<file path="config.mk">
export PLATFORM = sky130hd
export DESIGN_NAME = rtp_h264_fu_a_packetizer
export DESIGN_NICKNAME = d
export VERILOG_FILES = /design/src/hdl/rtph264_pkg.sv /design/src/hdl/rtph264_front.sv /design/src/hdl/rtph264_queue.sv /design/src/hdl/rtph264_back.sv /design/src/hdl/rtp_h264_fu_a_packetizer.sv
export SDC_FILE = /design/constraint.sdc
export NUM_CORES = 1
export LEC_CHECK = 0
export BUFFER_PORTS_ARGS = -buffer_cell sky130_fd_sc_hd__buf_2
export CAP_MARGIN = 20
export CORE_MARGIN = 10
export CORE_UTILIZATION = 60
export CTS_CLUSTER_SIZE = 8
export DETAILED_ROUTE_END_ITERATION = 12
export PLACE_DENSITY_LB_ADDON = 0.25
export SETUP_SLACK_MARGIN = 0.15
export SLEW_MARGIN = 20
export SYNTH_ARGS = -nofsm -noshare
export SYNTH_HDL_FRONTEND = slang
export SYNTH_SLANG_ARGS = --single-unit
export TNS_END_PERCENT = 5
</file>
<file path="constraint.sdc">
create_clock -name clk_i -period 11.4 [get_ports clk_i]
set_input_delay 1.14 -clock clk_i [delete_from_list [all_inputs] [get_ports clk_i]]
set_output_delay 1.14 -clock clk_i [all_outputs]
set_load 0.01 [all_outputs]
</file>
<file path="src/hdl/rtph264_pkg.sv">
// Shared types and constants for the RTP H.264 FU-A packetizer.
// No dependencies; every other file of the block imports this package.
package rtph264_pkg;

  // Largest NAL unit accepted; longer lengths are clipped to this.
  localparam int unsigned MAX_NAL_BYTES = 262144;

  // Limits applied to the max_payload register.
  localparam logic [10:0] MIN_PAYLOAD = 11'd2;
  localparam logic [10:0] MAX_PAYLOAD = 11'd1486;

  // NAL unit type of an FU-A fragmentation unit.
  localparam logic [4:0] FU_A_TYPE = 5'd28;

  // First RTP header byte: version 2, no padding, no extension, no CSRC.
  localparam logic [7:0] RTP_BYTE0 = 8'h80;

  // Depth of the job queue between front and back.
  localparam int unsigned QUEUE_DEPTH = 4;
  localparam int unsigned QUEUE_AW = $clog2(QUEUE_DEPTH);

  // Configuration register indexes.
  localparam logic [1:0] REG_PAYLOAD_TYPE = 2'd0;
  localparam logic [1:0] REG_SSRC_ID = 2'd1;
  localparam logic [1:0] REG_TIMESTAMP_STEP = 2'd2;
  localparam logic [1:0] REG_MAX_PAYLOAD = 2'd3;

  // One input transfer.
  typedef struct packed {
    logic [7:0]  nal_byte;
    logic        first_byte;
    logic [18:0] nal_length;
  } in_item_t;

  // One output transfer.
  typedef struct packed {
    logic [7:0] out_byte;
    logic       start_of_packet;
    logic       end_of_packet;
    logic       last_of_run;
  } out_item_t;

  // Configuration register contents.
  typedef struct packed {
    logic [6:0]  payload_type;
    logic [31:0] ssrc_id;
    logic [31:0] timestamp_step;
    logic [10:0] max_payload;
  } cfg_t;

  // Work for the back end, produced by one input byte.
  typedef struct packed {
    logic        hdr_en;    // emit the 12-byte RTP header
    logic        fu_en;     // emit FU indicator and FU header
    logic        data_en;   // emit the input byte itself
    logic        marker;
    logic        fu_start;
    logic        fu_end;
    logic        eop;       // end of packet on the final byte of the job
    logic [7:0]  nal_hdr;
    logic [15:0] seq;
    logic [31:0] ts;
    logic [7:0]  data;
  } job_t;

endpackage

</file>
<file path="src/hdl/rtph264_front.sv">
// Front end of the packetizer: tracks NAL and fragment state per input byte
// and turns each byte into a job for the back end. Depends on rtph264_pkg.
module rtph264_front (
  input  logic                  clk_i,
  input  logic                  rst_ni,
  input  logic                  accept_i,
  input  rtph264_pkg::in_item_t item_i,
  input  rtph264_pkg::cfg_t     cfg_i,
  output logic                  push_o,
  output rtph264_pkg::job_t     job_o
);
  import rtph264_pkg::*;

  logic [15:0] seq_q, seq_d;
  logic [31:0] ts_q, ts_d;
  logic [18:0] bln_q, bln_d;
  logic [10:0] blf_q, blf_d;
  logic        frag_q, frag_d;
  logic [7:0]  hdr_q, hdr_d;

  logic [10:0] mp;
  logic [18:0] len;
  logic [10:0] blf_tmp;
  logic        last;

  // Clip max_payload into its legal range.
  always_comb begin
    if (cfg_i.max_payload < MIN_PAYLOAD) begin
      mp = MIN_PAYLOAD;
    end else if (cfg_i.max_payload > MAX_PAYLOAD) begin
      mp = MAX_PAYLOAD;
    end else begin
      mp = cfg_i.max_payload;
    end
  end

  // Clip the NAL length into one to the largest NAL size.
  always_comb begin
    if (item_i.nal_length == 19'd0) begin
      len = 19'd1;
    end else if (item_i.nal_length > 19'(MAX_NAL_BYTES)) begin
      len = 19'(MAX_NAL_BYTES);
    end else begin
      len = item_i.nal_length;
    end
  end

  // Classify the byte and update the NAL state.
  always_comb begin
    seq_d   = seq_q;
    ts_d    = ts_q;
    bln_d   = bln_q;
    blf_d   = blf_q;
    frag_d  = frag_q;
    hdr_d   = hdr_q;
    push_o  = 1'b0;
    job_o   = '0;
    blf_tmp = blf_q;
    last    = 1'b0;
    if (accept_i) begin
      if (item_i.first_byte) begin
        // NAL header byte: always opens a new packet.
        ts_d  = ts_q + cfg_i.timestamp_step;
        seq_d = seq_q + 16'd1;
        hdr_d = item_i.nal_byte;
        bln_d = len - 19'd1;
        push_o        = 1'b1;
        job_o.hdr_en  = 1'b1;
        job_o.seq     = seq_d;
        job_o.ts      = ts_d;
        job_o.nal_hdr = item_i.nal_byte;
        job_o.data    = item_i.nal_byte;
        if (len <= {8'd0, mp}) begin
          frag_d        = 1'b0;
          blf_d         = 11'd0;
          job_o.data_en = 1'b1;
          job_o.eop     = (len == 19'd1);
        end else begin
          frag_d         = 1'b1;
          blf_d          = mp - 11'd1;
          job_o.fu_en    = 1'b1;
          job_o.fu_start = 1'b1;
        end
      end else if (bln_q != 19'd0) begin
        // Payload byte of an open NAL.
        push_o        = 1'b1;
        job_o.data_en = 1'b1;
        job_o.data    = item_i.nal_byte;
        job_o.nal_hdr = hdr_q;
        job_o.ts      = ts_q;
        job_o.seq     = seq_q;
        bln_d         = bln_q - 19'd1;
        if (frag_q) begin
          if (blf_q == 11'd0) begin
            // This byte opens the next fragment.
            last         = (bln_q <= {8'd0, mp});
            seq_d        = seq_q + 16'd1;
            job_o.hdr_en = 1'b1;
            job_o.fu_en  = 1'b1;
            job_o.marker = last;
            job_o.fu_end = last;
            job_o.seq    = seq_d;
            blf_tmp      = last ? bln_q[10:0] : mp;
          end
          blf_d     = blf_tmp - 11'd1;
          job_o.eop = (blf_d == 11'd0);
        end else begin
          job_o.eop = (bln_d == 19'd0);
        end
      end
    end
  end

  // NAL state registers.
  always_ff @(posedge clk_i or negedge rst_ni) begin
    if (!rst_ni) begin
      seq_q  <= '0;
      ts_q   <= '0;
      bln_q  <= '0;
      blf_q  <= '0;
      frag_q <= 1'b0;
      hdr_q  <= '0;
    end else begin
      seq_q  <= seq_d;
      ts_q   <= ts_d;
      bln_q  <= bln_d;
      blf_q  <= blf_d;
      frag_q <= frag_d;
      hdr_q  <= hdr_d;
    end
  end

endmodule

</file>
<file path="src/hdl/rtph264_queue.sv">
// Small job queue that decouples the front end from the back end.
// Depends on rtph264_pkg for the job type and depth.
module rtph264_queue (
  input  logic              clk_i,
  input  logic              rst_ni,
  input  logic              push_i,
  input  rtph264_pkg::job_t job_i,
  input  logic              pop_i,
  output rtph264_pkg::job_t job_o,
  output logic              full_o,
  output logic              empty_o
);
  import rtph264_pkg::*;

  job_t                mem_q [QUEUE_DEPTH];
  logic [QUEUE_AW-1:0] wr_q, wr_d;
  logic [QUEUE_AW-1:0] rd_q, rd_d;
  logic [QUEUE_AW:0]   cnt_q, cnt_d;

  assign full_o  = (cnt_q == (QUEUE_AW+1)'(QUEUE_DEPTH));
  assign empty_o = (cnt_q == '0);
  assign job_o   = mem_q[rd_q];

  // Pointer and count updates.
  always_comb begin
    wr_d  = wr_q;
    rd_d  = rd_q;
    cnt_d = cnt_q;
    if (push_i) begin
      wr_d = (wr_q == QUEUE_AW'(QUEUE_DEPTH - 1)) ? '0 : wr_q + 1'b1;
    end
    if (pop_i) begin
      rd_d = (rd_q == QUEUE_AW'(QUEUE_DEPTH - 1)) ? '0 : rd_q + 1'b1;
    end
    if (push_i && !pop_i) begin
      cnt_d = cnt_q + 1'b1;
    end else if (pop_i && !push_i) begin
      cnt_d = cnt_q - 1'b1;
    end
  end

  always_ff @(posedge clk_i or negedge rst_ni) begin
    if (!rst_ni) begin
      wr_q  <= '0;
      rd_q  <= '0;
      cnt_q <= '0;
    end else begin
      wr_q  <= wr_d;
      rd_q  <= rd_d;
      cnt_q <= cnt_d;
    end
  end

  // Storage needs no reset.
  always_ff @(posedge clk_i) begin
    if (push_i) begin
      mem_q[wr_q] <= job_i;
    end
  end

  a_no_push_full: assert property (@(posedge clk_i) disable iff (!rst_ni)
    !(push_i && full_o))
    else $error("job pushed into a full queue");

  a_no_pop_empty: assert property (@(posedge clk_i) disable iff (!rst_ni)
    !(pop_i && empty_o))
    else $error("job popped from an empty queue");

  a_count_up: assert property (@(posedge clk_i) disable iff (!rst_ni)
    (push_i && !pop_i) |=> (cnt_q == $past(cnt_q) + 1'b1))
    else $error("queue count did not follow a push");

  a_ptr_gap: assert property (@(posedge clk_i) disable iff (!rst_ni)
    (cnt_q == '0) |-> (wr_q == rd_q))
    else $error("empty queue with pointers apart");

endmodule

</file>
<file path="src/hdl/rtph264_back.sv">
// Back end of the packetizer: expands each job into packet bytes, one per cycle
// unless the output stalls, into a registered output stage. Depends on rtph264_pkg.
module rtph264_back (
  input  logic                   clk_i,
  input  logic                   rst_ni,
  input  rtph264_pkg::cfg_t      cfg_i,
  input  rtph264_pkg::job_t      job_i,
  input  logic                   empty_i,
  output logic                   pop_o,
  output logic                   out_valid_o,
  input  logic                   out_stall_i,
  output rtph264_pkg::out_item_t out_data_o
);
  import rtph264_pkg::*;

  // Byte slots of a job, in emission order.
  localparam logic [3:0] SLOT_VER    = 4'd0;
  localparam logic [3:0] SLOT_PT     = 4'd1;
  localparam logic [3:0] SLOT_SEQ_HI = 4'd2;
  localparam logic [3:0] SLOT_SEQ_LO = 4'd3;
  localparam logic [3:0] SLOT_TS_3   = 4'd4;
  localparam logic [3:0] SLOT_TS_2   = 4'd5;
  localparam logic [3:0] SLOT_TS_1   = 4'd6;
  localparam logic [3:0] SLOT_TS_0   = 4'd7;
  localparam logic [3:0] SLOT_SSRC_3 = 4'd8;
  localparam logic [3:0] SLOT_SSRC_2 = 4'd9;
  localparam logic [3:0] SLOT_SSRC_1 = 4'd10;
  localparam logic [3:0] SLOT_SSRC_0 = 4'd11;
  localparam logic [3:0] SLOT_FU_IND = 4'd12;
  localparam logic [3:0] SLOT_FU_HDR = 4'd13;
  localparam logic [3:0] SLOT_DATA   = 4'd14;

  logic        busy_q, busy_d;
  logic [3:0]  slot_q, slot_d;
  logic        valid_q, valid_d;
  out_item_t   data_q, data_d;

  logic [3:0]  slot;
  logic [3:0]  slot_nxt;
  logic        slot_last;
  logic        advance;
  logic [7:0]  byte_val;

  // Current slot: a fresh job starts at its first enabled slot.
  always_comb begin
    if (busy_q) begin
      slot = slot_q;
    end else if (job_i.hdr_en) begin
      slot = SLOT_VER;
    end else if (job_i.fu_en) begin
      slot = SLOT_FU_IND;
    end else begin
      slot = SLOT_DATA;
    end
  end

  // Following slot and end of job.
  always_comb begin
    slot_last = (slot == SLOT_DATA) || ((slot == SLOT_FU_HDR) && !job_i.data_en);
    if (slot == SLOT_SSRC_0) begin
      slot_nxt = job_i.fu_en ? SLOT_FU_IND : SLOT_DATA;
    end else begin
      slot_nxt = slot + 4'd1;
    end
  end

  // Byte for the current slot.
  always_comb begin
    unique case (slot)
      SLOT_VER:    byte_val = RTP_BYTE0;
      SLOT_PT:     byte_val = {job_i.marker, cfg_i.payload_type};
      SLOT_SEQ_HI: byte_val = job_i.seq[15:8];
      SLOT_SEQ_LO: byte_val = job_i.seq[7:0];
      SLOT_TS_3:   byte_val = job_i.ts[31:24];
      SLOT_TS_2:   byte_val = job_i.ts[23:16];
      SLOT_TS_1:   byte_val = job_i.ts[15:8];
      SLOT_TS_0:   byte_val = job_i.ts[7:0];
      SLOT_SSRC_3: byte_val = cfg_i.ssrc_id[31:24];
      SLOT_SSRC_2: byte_val = cfg_i.ssrc_id[23:16];
      SLOT_SSRC_1: byte_val = cfg_i.ssrc_id[15:8];
      SLOT_SSRC_0: byte_val = cfg_i.ssrc_id[7:0];
      SLOT_FU_IND: byte_val = {job_i.nal_hdr[7:5], FU_A_TYPE};
      SLOT_FU_HDR: byte_val = {job_i.fu_start, job_i.fu_end, 1'b0, job_i.nal_hdr[4:0]};
      SLOT_DATA:   byte_val = job_i.data;
      default:     byte_val = job_i.data;
    endcase
  end

  // Output register loads whenever a job is queued and the register is empty or its byte is taken.
  assign advance = !empty_i && (!valid_q || !out_stall_i);
  assign pop_o   = advance && slot_last;

  always_comb begin
    busy_d  = busy_q;
    slot_d  = slot_q;
    valid_d = valid_q;
    data_d  = data_q;
    if (advance) begin
      busy_d  = !slot_last;
      slot_d  = slot_nxt;
      valid_d = 1'b1;
      data_d.out_byte        = byte_val;
      data_d.start_of_packet = (slot == SLOT_VER);
      data_d.end_of_packet   = slot_last && job_i.eop;
      data_d.last_of_run     = slot_last;
    end else if (!out_stall_i) begin
      valid_d = 1'b0;
    end
  end

  always_ff @(posedge clk_i or negedge rst_ni) begin
    if (!rst_ni) begin
      busy_q  <= 1'b0;
      slot_q  <= SLOT_VER;
      valid_q <= 1'b0;
    end else begin
      busy_q  <= busy_d;
      slot_q  <= slot_d;
      valid_q <= valid_d;
    end
  end

  always_ff @(posedge clk_i) begin
    data_q <= data_d;
  end

  assign out_valid_o = valid_q;
  assign out_data_o  = data_q;

  a_busy_has_job: assert property (@(posedge clk_i) disable iff (!rst_ni)
    busy_q |-> !empty_i)
    else $error("back end mid-job with no job queued");

  a_sop_then_pt: assert property (@(posedge clk_i) disable iff (!rst_ni)
    (advance && slot == SLOT_VER) |=> (busy_q && slot_q == SLOT_PT))
    else $error("header did not continue after its first byte");

  a_slot_range: assert property (@(posedge clk_i) disable iff (!rst_ni)
    busy_q |-> (slot_q <= SLOT_DATA && slot_q != SLOT_VER))
    else $error("back end slot out of range");

endmodule

</file>
<file path="src/hdl/rtp_h264_fu_a_packetizer.sv">
// Top level of the RTP H.264 FU-A packetizer: configuration registers and
// the front, queue and back instances. Depends on rtph264_pkg and submodules.
//
// Usage:
//   Input channel (in_valid_i / in_stall_o / in_data_i) takes one NAL byte
//   per transfer; the NAL header byte is flagged by first_byte and carries
//   the NAL length. Output channel (out_valid_o / out_stall_i / out_data_o)
//   delivers RTP packet bytes with start and end of packet flags, and
//   last_of_run on the final byte caused by each input byte.
//   Configuration writes (cfg_valid_i / cfg_ready_o) are always taken and
//   must be issued only while the block is idle.
// Timing:
//   With the back end idle, the first output byte of an input transfer
//   passes through the job queue and then the output register. Payload
//   bytes inside a packet flow at one per cycle while out_stall_i is low.
//   A byte opening a packet yields 13 to 15 output bytes from the back end,
//   one per cycle unless stalled; the four-entry job queue holds later jobs and input stalls when it fills.
// Reset:
//   Registers return to payload type 96, SSRC 10, timestamp step 3600 and
//   max payload 1400; sequence number, timestamp and NAL state clear.
// Stall:
//   While out_stall_i is high the output byte holds; the queue keeps taking
//   input until it is full.
module rtp_h264_fu_a_packetizer (
  input  logic                   clk_i,
  input  logic                   rst_ni,
  input  logic                   in_valid_i,
  output logic                   in_stall_o,
  input  rtph264_pkg::in_item_t  in_data_i,
  output logic                   out_valid_o,
  input  logic                   out_stall_i,
  output rtph264_pkg::out_item_t out_data_o,
  input  logic                   cfg_valid_i,
  output logic                   cfg_ready_o,
  input  logic [1:0]             cfg_index_i,
  input  logic [31:0]            cfg_data_i
);
  import rtph264_pkg::*;

  cfg_t cfg_q, cfg_d;
  logic push, pop, full, empty, accept;
  job_t job_in, job_out;

  // Configuration register writes.
  assign cfg_ready_o = 1'b1;
  always_comb begin
    cfg_d = cfg_q;
    if (cfg_valid_i) begin
      unique case (cfg_index_i)
        REG_PAYLOAD_TYPE:   cfg_d.payload_type   = cfg_data_i[6:0];
        REG_SSRC_ID:        cfg_d.ssrc_id        = cfg_data_i;
        REG_TIMESTAMP_STEP: cfg_d.timestamp_step = cfg_data_i;
        REG_MAX_PAYLOAD:    cfg_d.max_payload    = cfg_data_i[10:0];
        default:            cfg_d = cfg_q;
      endcase
    end
  end

  always_ff @(posedge clk_i or negedge rst_ni) begin
    if (!rst_ni) begin
      cfg_q.payload_type   <= 7'd96;
      cfg_q.ssrc_id        <= 32'd10;
      cfg_q.timestamp_step <= 32'd3600;
      cfg_q.max_payload    <= 11'd1400;
    end else begin
      cfg_q <= cfg_d;
    end
  end

  // Input transfer completes when the queue has room.
  assign in_stall_o = full;
  assign accept     = in_valid_i && !full;

  rtph264_front u_front (
    .clk_i    (clk_i),
    .rst_ni   (rst_ni),
    .accept_i (accept),
    .item_i   (in_data_i),
    .cfg_i    (cfg_q),
    .push_o   (push),
    .job_o    (job_in)
  );

  rtph264_queue u_queue (
    .clk_i   (clk_i),
    .rst_ni  (rst_ni),
    .push_i  (push),
    .job_i   (job_in),
    .pop_i   (pop),
    .job_o   (job_out),
    .full_o  (full),
    .empty_o (empty)
  );

  rtph264_back u_back (
    .clk_i       (clk_i),
    .rst_ni      (rst_ni),
    .cfg_i       (cfg_q),
    .job_i       (job_out),
    .empty_i     (empty),
    .pop_o       (pop),
    .out_valid_o (out_valid_o),
    .out_stall_i (out_stall_i),
    .out_data_o  (out_data_o)
  );

endmodule
</file>
**Word-level counts from Yosys, hierarchy flattened**

Memories as Yosys holds them, arrays and structs flattened.
Cells that the tools add are included.

- Register bits: 193
- Latch bits: 0
- Bits in writable memories: 284
- ROM bits: 0
- Input bits: 67
- Output and inout bits: 14
- Word-level logic and storage cells: 146
- Memories: 1

Memories:

| memory | words | bits a word | rd ports | clocked after Yosys merged registers in | wr ports | line | source |
|---|---|---|---|---|---|---|---|
| u_queue.mem_q | 4 | 71 | 1 | 0 | 1 | rtph264_queue.sv:15 | `job_t mem_q [QUEUE_DEPTH];` |

- $add $sub $neg: 11
- $mul: 0
- Divide/modulo/power cells: 0
- Magnitude comparators: 5
- Eq/ne operators: 22
- Shift-type cells: 0
- Multiplexer cells: 52
- Bitwise operators: 0
- Reduce and logical (&&, ||, !) cells: 35

Operators by type and width:

| cell | count |
|---|---|
| $mux 11 | 12 |
| $pmux 8 s14 | 1 |
| $mux 19 | 4 |
| $mux 71 | 1 |
| $mux 66 | 1 |
| $mux 65 | 1 |
| $mux 16 | 4 |
| $le 19x11->1 | 2 |
| $logic_not 19->1 | 2 |
| $sub 19x1->19 const B | 2 |
| $add 32x32->32 | 1 |
| $eq 4x4->1 const B | 7 |
| $logic_not 11->1 | 2 |
| $sub 11x1->11 const B | 2 |
| $eq 19x1->1 const B | 1 |
| $gt 19x19->1 const B | 1 |
| $reduce_bool 19->1 | 1 |
| $add 16x1->16 const B | 1 |
| $eq 4x3->1 const B | 4 |
| $mux 1 | 16 |
| $mux 4 | 4 |
| $reduce_and 2->1 | 6 |
| $gt 11x11->1 const B | 1 |
| $lt 11x2->1 const B | 1 |
| 20 further kinds | 47 |

**Logic depth before layout (Yosys ltp)**

Gate-level depths: netlist of the first run.

- Depth in word-level cells: 16
- Depth in mapped cells: 22
- Depth with buffers taken out: 20

**By module**

A second synthesis of the first run with hierarchy kept.

- Cell total of the unflattened synthesis: 1885
- Area total of the unflattened synthesis: 24031.8 um2

Modules (own cells, without submodules):

| module | times used | cells an instance | area each (um2) | seq. area each (um2) |
|---|---|---|---|---|
| rtph264_queue | 1 | 408 | 10734.0 | 8703.3 |
| rtph264_front | 1 | 1109 | 8480.6 | 2177.1 |
| rtp_h264_fu_a_packetizer | 1 | 178 | 3123.0 | 2069.5 |
| rtph264_back | 1 | 190 | 1694.1 | 480.5 |

**Worst setup path after synthesis of the first run**

OpenSTA, ideal clock, no wires.

- Path kind: input to register
- From: input port in_data_i[3] in the netlist's numbering
- To: memory u_queue.mem_q[0][69] in the netlist's numbering, data pin
- Setup time: 0.265 ns
- Arrival: 4.218 ns
- Data required time: 11.135 ns
- Path slack: 6.917 ns
- Stages: 12
- Path buffers: 0
- Cell sequence: or4_1 > or4_1 > o21ai_1 > and2_1 > ha_1 > o21a_1 > o211ai_1 > a21boi_0 > o31ai_1 > a21oi_1 > and3_1 > a41o_1

RTL lines:

| item | line | source |
|---|---|---|
| from (decl) | rtp_h264_fu_a_packetizer.sv:29 | `input rtph264_pkg::in_item_t in_data_i,` |
| to (decl) | rtph264_queue.sv:15 |  |

==> results of run 1 <==
## power by group through the flow
stage	clock network (mW)	registers (mW)	logic, mW
final	1.91	2.83	2.37
after global routing	2.00	2.87	2.56
after floorplan	0	2.67	1.73
after CTS	1.92	2.82	2.30
after global placement	0	2.81	2.22
after detailed placement	0	2.84	2.27
## final cells by class
type | count | area (um^2) | share of cell area [%]
Clock inverter | 7 | 101.3 | 0.3843
Timing Repair Buffer | 99 | 634.4 | 2.406
Clock buffer | 116 | 1934 | 7.335
Multi-Input combinational cell | 1265 | 9609 | 36.44
Sequential cell | 473 | 13320 | 50.49
Tap cell | 518 | 648.1 | 2.458
Inverter | 34 | 127.6 | 0.4840
## cells by family (layout without fill, tap and decap cells)
group	count (synthesis)	count (layout)
other cells	1	1
fa+ha+maj	74	74
flops	473	473
xor+xnor	81	81
buf+inv	128	256
compound gates	374	374
mux	171	171
simple gates	564	564
## worst paths after layout
check,end,cells past startpoint,startpoint
worst min-delay path,u_front.hdr_q[6],2,u_front.hdr_q[6]
min in group asynchronous,cfg_q[37],1,rst_ni
worst max register to register,u_queue.mem_q[1][64],19,cfg_q[2]
max in group asynchronous,u_queue.rd_q[0],2,rst_ni
worst min register to register,u_front.hdr_q[6],2,u_front.hdr_q[6]
worst max-delay path,u_queue.mem_q[1][64],19,cfg_q[2]
## layer usage
metal / part of all wire [%] / global-route usage, % / vias up
met3: 7.1 / 4.064 / 153
met5: 0 / 0 / -
li1: - / - / 7218
met1: 39 / 32.06 / 8092
met2: 49 / 42.25 / 794
met4: 4.5 / 12.98 / 0
## placed cells by master, fill, tap and decap left out, drive strengths merged, types with 13 or more instances in the layout
cell	count
dfrtp	168
xor2	34
and3	31
mux4	66
clkbuf	117
o21ai	71
nor3	33
edfxtp	291
nor4	16
a21oi	94
a211oi	13
buf	98
xnor2	47
dfstp	14
nor2b	13
mux2	91
ha	72
mux2i	14
a32oi	15
a21o	39
and2	32
nand3	24
nand4	23
nor2	125
inv	38
a22oi	28
nand2	218
## flip-flops by register name, summed over array words and instances (netlist names), 2 cells and up
signal	cells
u_front.blf_q	11
cfg_q	82
u_front.bln_q	19
u_front.hdr_q	8
u_queue.wr_q	2
u_queue.rd_q	2
u_front.ts_q	32
u_front.seq_q	16
u_back.slot_q	4
u_queue.mem_q	280
u_queue.cnt_q	3
u_back.out_data_o	11
## stage by stage
| stage | hold slack [ps] | setup WS (ps) | utilization [%] |
|---|---|---|---|
| 4_1_cts | 473.8 | 6116 | 68.09 |
| 2_1_floorplan | 445.7 | 6917 | - |
| 3_3_place_gp | 456.7 | 6332 | 62.80 |
| 5_1_grt | 495.9 | 5667 | 68.39 |
| 3_5_place_dp | 461.6 | 6140 | 62.81 |
| 6_report | 471.3 | 6066 | 68.39 |
## worst reg2reg max path, stage by stage, from the launching register on
cell,delay (ps)
dfrtp_1,440
and4_1,240
o311ai_2,300
nand2_1,210
nor3b_1,580
ha_1,370
nand3b_1,110
a211oi_2,100
nor4_4,360
a21oi_2,240
nand2_1,110
o21ai_0,80
a21o_1,230
inv_1,60
ha_1,170
o311ai_0,220
nand3b_1,290
xnor2_1,200
or4b_1,480
o22ai_1,330
==> flow_summary.ini, run 1 <==
[power]
vdd_drop_max_uv = 134.3
p_clk_share_pct = 26.9
swShare_pct = 35.36
seqPwrFrac_pct = 39.8
p_sw_mw = 2.509
p_leak_nw = 10.41
power_density_nw_per_um2 = 269.1
power.internal_mw = 4.588
pwr-share-comb_pct = 33.3
power_mw = 7.097

[setup_path]
slowest_delay_ps = 580
crit_family = simple AND/OR/NAND/NOR gates
arrival_ps = 5700
slowest_stage = nor3b_1
rrSetupSlack_ps = 6070
crit_chain = and4_1 -> o311ai_2 -> nand2_1 -> nor3b_1 -> ha_1 -> nand3b_1 -> a211oi_2 -> nor4_4 -> a21oi_2 -> nand2_1 -> o21ai_0 -> a21o_1 -> inv_1 -> ha_1 -> o311ai_0 -> nand3b_1 -> xnor2_1 -> or4b_1 -> o22ai_1
path_class = reg2reg
start_kind = register
critPathMaxFanout = 9
cp-end-kind = register
crit_buf_inv = 1
crit_required_ps = 11770

[clock_tree]
clock_sinks = 473
cts_hold_repair.buffers = 0
clk_latency_ps = 590
cts_max_level = 3
numCtsBuffers = 69
cts_setup_buffers = 0
cts_buffer_depth = 3
clkSlewWorstSetupHoldPaths_ps = 50
cts_resized = 0
cts_tree = done
cts_root_buffer = clkbuf_16

[logic_synthesis]
syn_nets = 2007
synth_top_family_by_area = simple AND/OR/NAND/NOR gates
syn_inst = 1866
synth-adder-area-share_pct = 4.024
synth_async_sr_flop_share_pct = 38.48
synth_compound_area_share_pct = 11.00
synth.mux.area_fraction_pct = 11.34
synth_simple_gate_area_share_pct = 11.54
synth_xor_area_share_pct = 3.034
synth.area.top_cells = edfxtp_1 (37%), dfrtp_1 (18%), mux4_2 (6.4%)
yosysTopAreaCell = edfxtp_1
synth_common_cells = edfxtp_1 (291), nand2_1 (217), dfrtp_1 (168)
synthDistinctLibCells = 84
postSynthAreaPerCell_um2 = 12.53
synth_top_area_share_pct = 37.37
synth.yosys.seq_area_share_pct = 56.92
syn_area_um2 = 23380
yosys_warnings = 0
ys_ff_latch = 473
synth_edf_count = 291
synth-main-ff-cell = edfxtp_1
synth.most_common_cell = edfxtp_1

[sta]
hold_violations = 0
layout_worst_path_cycle_share_pct = 46.79
rsz0062_at_grt = false
finalSetupViolCount = 0
worst_slew_pin_slew_ps = 1008
finalClockSkew_ps = 28.43
setup_tns_ps = 0
slew_headroom_pct = 32.72
drv_slew = 0
max_freq_mhz = 187.5
fin_crit_ps = 5334

[layout]
diodes = 0
fin_nets = 2083
instances_no_fill = 2512
drive_above_1_share_pct = 19.26
fill_cells = 2718
syn_to_final_growth_pct = 12.78
final_area_um2 = 26370

[detailed_routing]
drc = 0
vias_per_cell = 6.472
wl_um = 61130
ant_nets = 0
wl_per_cell_um = 24.33
dr.pass1.iters = 9
via_count = 16260
drt_iter0_markers = 1788

[grt]
grt_use_total_pct = 25.49
grt_pass1_wl_um = 93850
grt_max_degree = 118
antenna_found_initial = 0
overflow = 0
grt_pass1_vias = 16330

[placed_design]
place_hpwl_um = 38930
numPortBuffers = 79
place_congestion = 0.9527
dp.cells = 2384
place_area_um2 = 24220

[die]
die_h_um = 217.4
num_rows = 72
core-area_um2 = 38560
start_util_pct = 60.64
ios = 81
die_w_um = 217.4
die_area_um2 = 47270

[min_path]
hp-class = reg2reg

[flow_run]
cap_violations = 0

[status]
status = finished, final reports clean
Power figures use the tool's default switching activity.
==> run 2, diff against run 1 <==
--- a/config.mk
+++ b/config.mk
@@ -5,6 +5,7 @@
 export SDC_FILE = /design/constraint.sdc
 export NUM_CORES = 1
 export LEC_CHECK = 0
+export ABC_AREA = 1
 export BUFFER_PORTS_ARGS = -buffer_cell sky130_fd_sc_hd__buf_2
 export CAP_MARGIN = 20
 export CORE_MARGIN = 10
==> constraint.sdc (replaced) <==
create_clock -name clk_i -period 5.5 [get_ports clk_i]
set_input_delay 0.55 -clock clk_i [delete_from_list [all_inputs] [get_ports clk_i]]
set_output_delay 0.55 -clock clk_i [all_outputs]
set_load 0.01 [all_outputs]
==> flow_summary.ini, run 2 <==
[sta]
setup_tns_ps = 0
finalClockSkew_ps = 18.19
max_freq_mhz = 222.0
finalSetupViolCount = 0
rsz0062_at_grt = false
layout_worst_path_cycle_share_pct = 81.89
worst_slew_pin_slew_ps = 1038
hold_violations = 0
fin_ws_ps = 996.2
drv_slew = 0
fin_crit_ps = 4504
slew_headroom_pct = 30.09

[detailed_routing]
via_count = 19320
wl_per_cell_um = 20.55
wl_um = 66820
ant_nets = 0
drt_iter0_markers = 2003
dr.pass1.iters = 6
vias_per_cell = 5.942
drc = 0

[layout]
diodes = 0
drive_above_1_share_pct = 9.477
syn_to_final_growth_pct = 12.71
final_area_um2 = 26810
reg_top3 = u_queue.mem_q (280), cfg_q (82), u_front.ts_q (32)
final_common_cell = nand2_1
instances_no_fill = 3251
final_core_util_pct = 68.89
final_cell_mix = nand2_1 (478), o21ai_0 (341), nor2_1 (308)
fin_nets = 2821
top_register = u_queue.mem_q
largest_register_ffs = 280

[setup_path]
cp.depth = 32
critPathMostFrequentCell = nand2_1
crit_buf_inv = 2
arrival_ps = 4900
slowest_delay_ps = 430
r2r-end = u_queue.mem_q[0][64]
crit_required_ps = 5900
reg2reg_depth = 32
critPathMaxFanout = 14
path_class = reg2reg
cp-end-kind = register
slowest_stage = nor2_1
crit_family = simple AND/OR/NAND/NOR gates
crit-reg2reg-launch = cfg_q[5]
rrSetupSlack_ps = 1000
start_kind = register

[logic_synthesis]
synth_async_sr_flop_share_pct = 38.48
synth.yosys.seq_area_share_pct = 55.95
syn_nets = 2739
synth.area.top_cells = edfxtp_1 (37%), dfrtp_1 (18%), nand2_1 (7.5%)
synthDistinctLibCells = 61
yosysTopAreaCell = edfxtp_1
synth.most_common_cell = nand2_1
postSynthAreaPerCell_um2 = 9.156
synth-main-ff-cell = edfxtp_1
syn_area_um2 = 23790
synth_common_cells = nand2_1 (478), o21ai_0 (342), nor2_1 (314)
synth_edf_count = 291
yosys_warnings = 0
ys_ff_latch = 473
synth_top_area_share_pct = 36.73
syn_inst = 2598

[power]
p_leak_nw = 11.73
power_density_nw_per_um2 = 575.6
vdd_drop_max_uv = 332.7

[placed_design]
place_area_um2 = 24770
place_hpwl_um = 45290
place_congestion = 0.9079
pre_cts_slack_ps = 1026
numPortBuffers = 79
dp.cells = 3127

[die]
core-area_um2 = 38920
num_rows = 72
die_w_um = 219.1
start_util_pct = 61.12
die_area_um2 = 48010
ios = 81
die_h_um = 219.1

[grt]
grt_pass1_vias = 18700
grt_max_degree = 95
antenna_found_initial = 1
grt_use_total_pct = 27.67
grt_pass1_wl_um = 103600
overflow = 0

[clock_tree]
cts_hold_repair.buffers = 0
clock_sinks = 473
cts_setup_buffers = 0
cts_max_level = 3
clk_latency_ps = 580
numCtsBuffers = 69
clkSlewWorstSetupHoldPaths_ps = 50
cts_buffer_depth = 3
cts_root_buffer = clkbuf_16
cts_tree = done
cts_resized = 0

[status]
status = finished, final reports clean

[min_path]
hp-class = in2async

[flow_run]
cap_violations = 0
run 2: where the power goes:
part / internal, mW / switching (mW)
sequential: 5.15 / 0.495
combinational: 1.74 / 4.09
clock: 2.43 / 1.52
total: 9.32 / 6.11
run 2: final cells by class:
class	instances	area, um^2
fill	3016	12110
inverter	295	1109
clock inverter	5	51.30
tap	518	648.1
clock buffer	119	1978
sequential	473	13320
timing repair buffer	107	664.4
multi-input combinational	1734	9045
run 2: routing by layer:
layer,global-route usage [%],vias to the layer above,share of wire (%)
met5,0,-,0.030
met4,9.630,2,2.5
met3,5.461,120,9.7
met2,43.07,932,46
met1,38.18,9234,42
li1,-,9031,-
run 2: logic make-up after synthesis:
logic type	count (synthesis)	synth area share (%)
multiplexers	2	0.08942
adder cells (fa/ha/maj)	74	3.955
flip-flops	473	55.95
XOR/XNOR	49	1.804
buffers and inverters	391	6.285
other	1	0.01576
AND/OR/NAND/NOR	1002	17.82
AO/OA/AOI/OAI	606	14.08
run 2: how the worst max path moves through the flow:
stage	from	to
after floorplan	in_valid_i	u_queue.mem_q[0][0]
after global placement	cfg_q[5]	u_queue.mem_q[2][64]
after detailed placement	cfg_q[5]	u_queue.mem_q[1][64]
after CTS	cfg_q[5]	u_queue.mem_q[2][64]
after global routing	cfg_q[5]	u_queue.mem_q[2][64]
final	cfg_q[5]	u_queue.mem_q[0][64]
run 2: per-stage QoR:
step	power, mW	hold slack, ps
floorplan	9.535	254.4
finish	15.43	54.21
global route	16.35	114.4
global placement	11.22	454.0
detailed placement	11.38	463.1
CTS	15.37	82.16
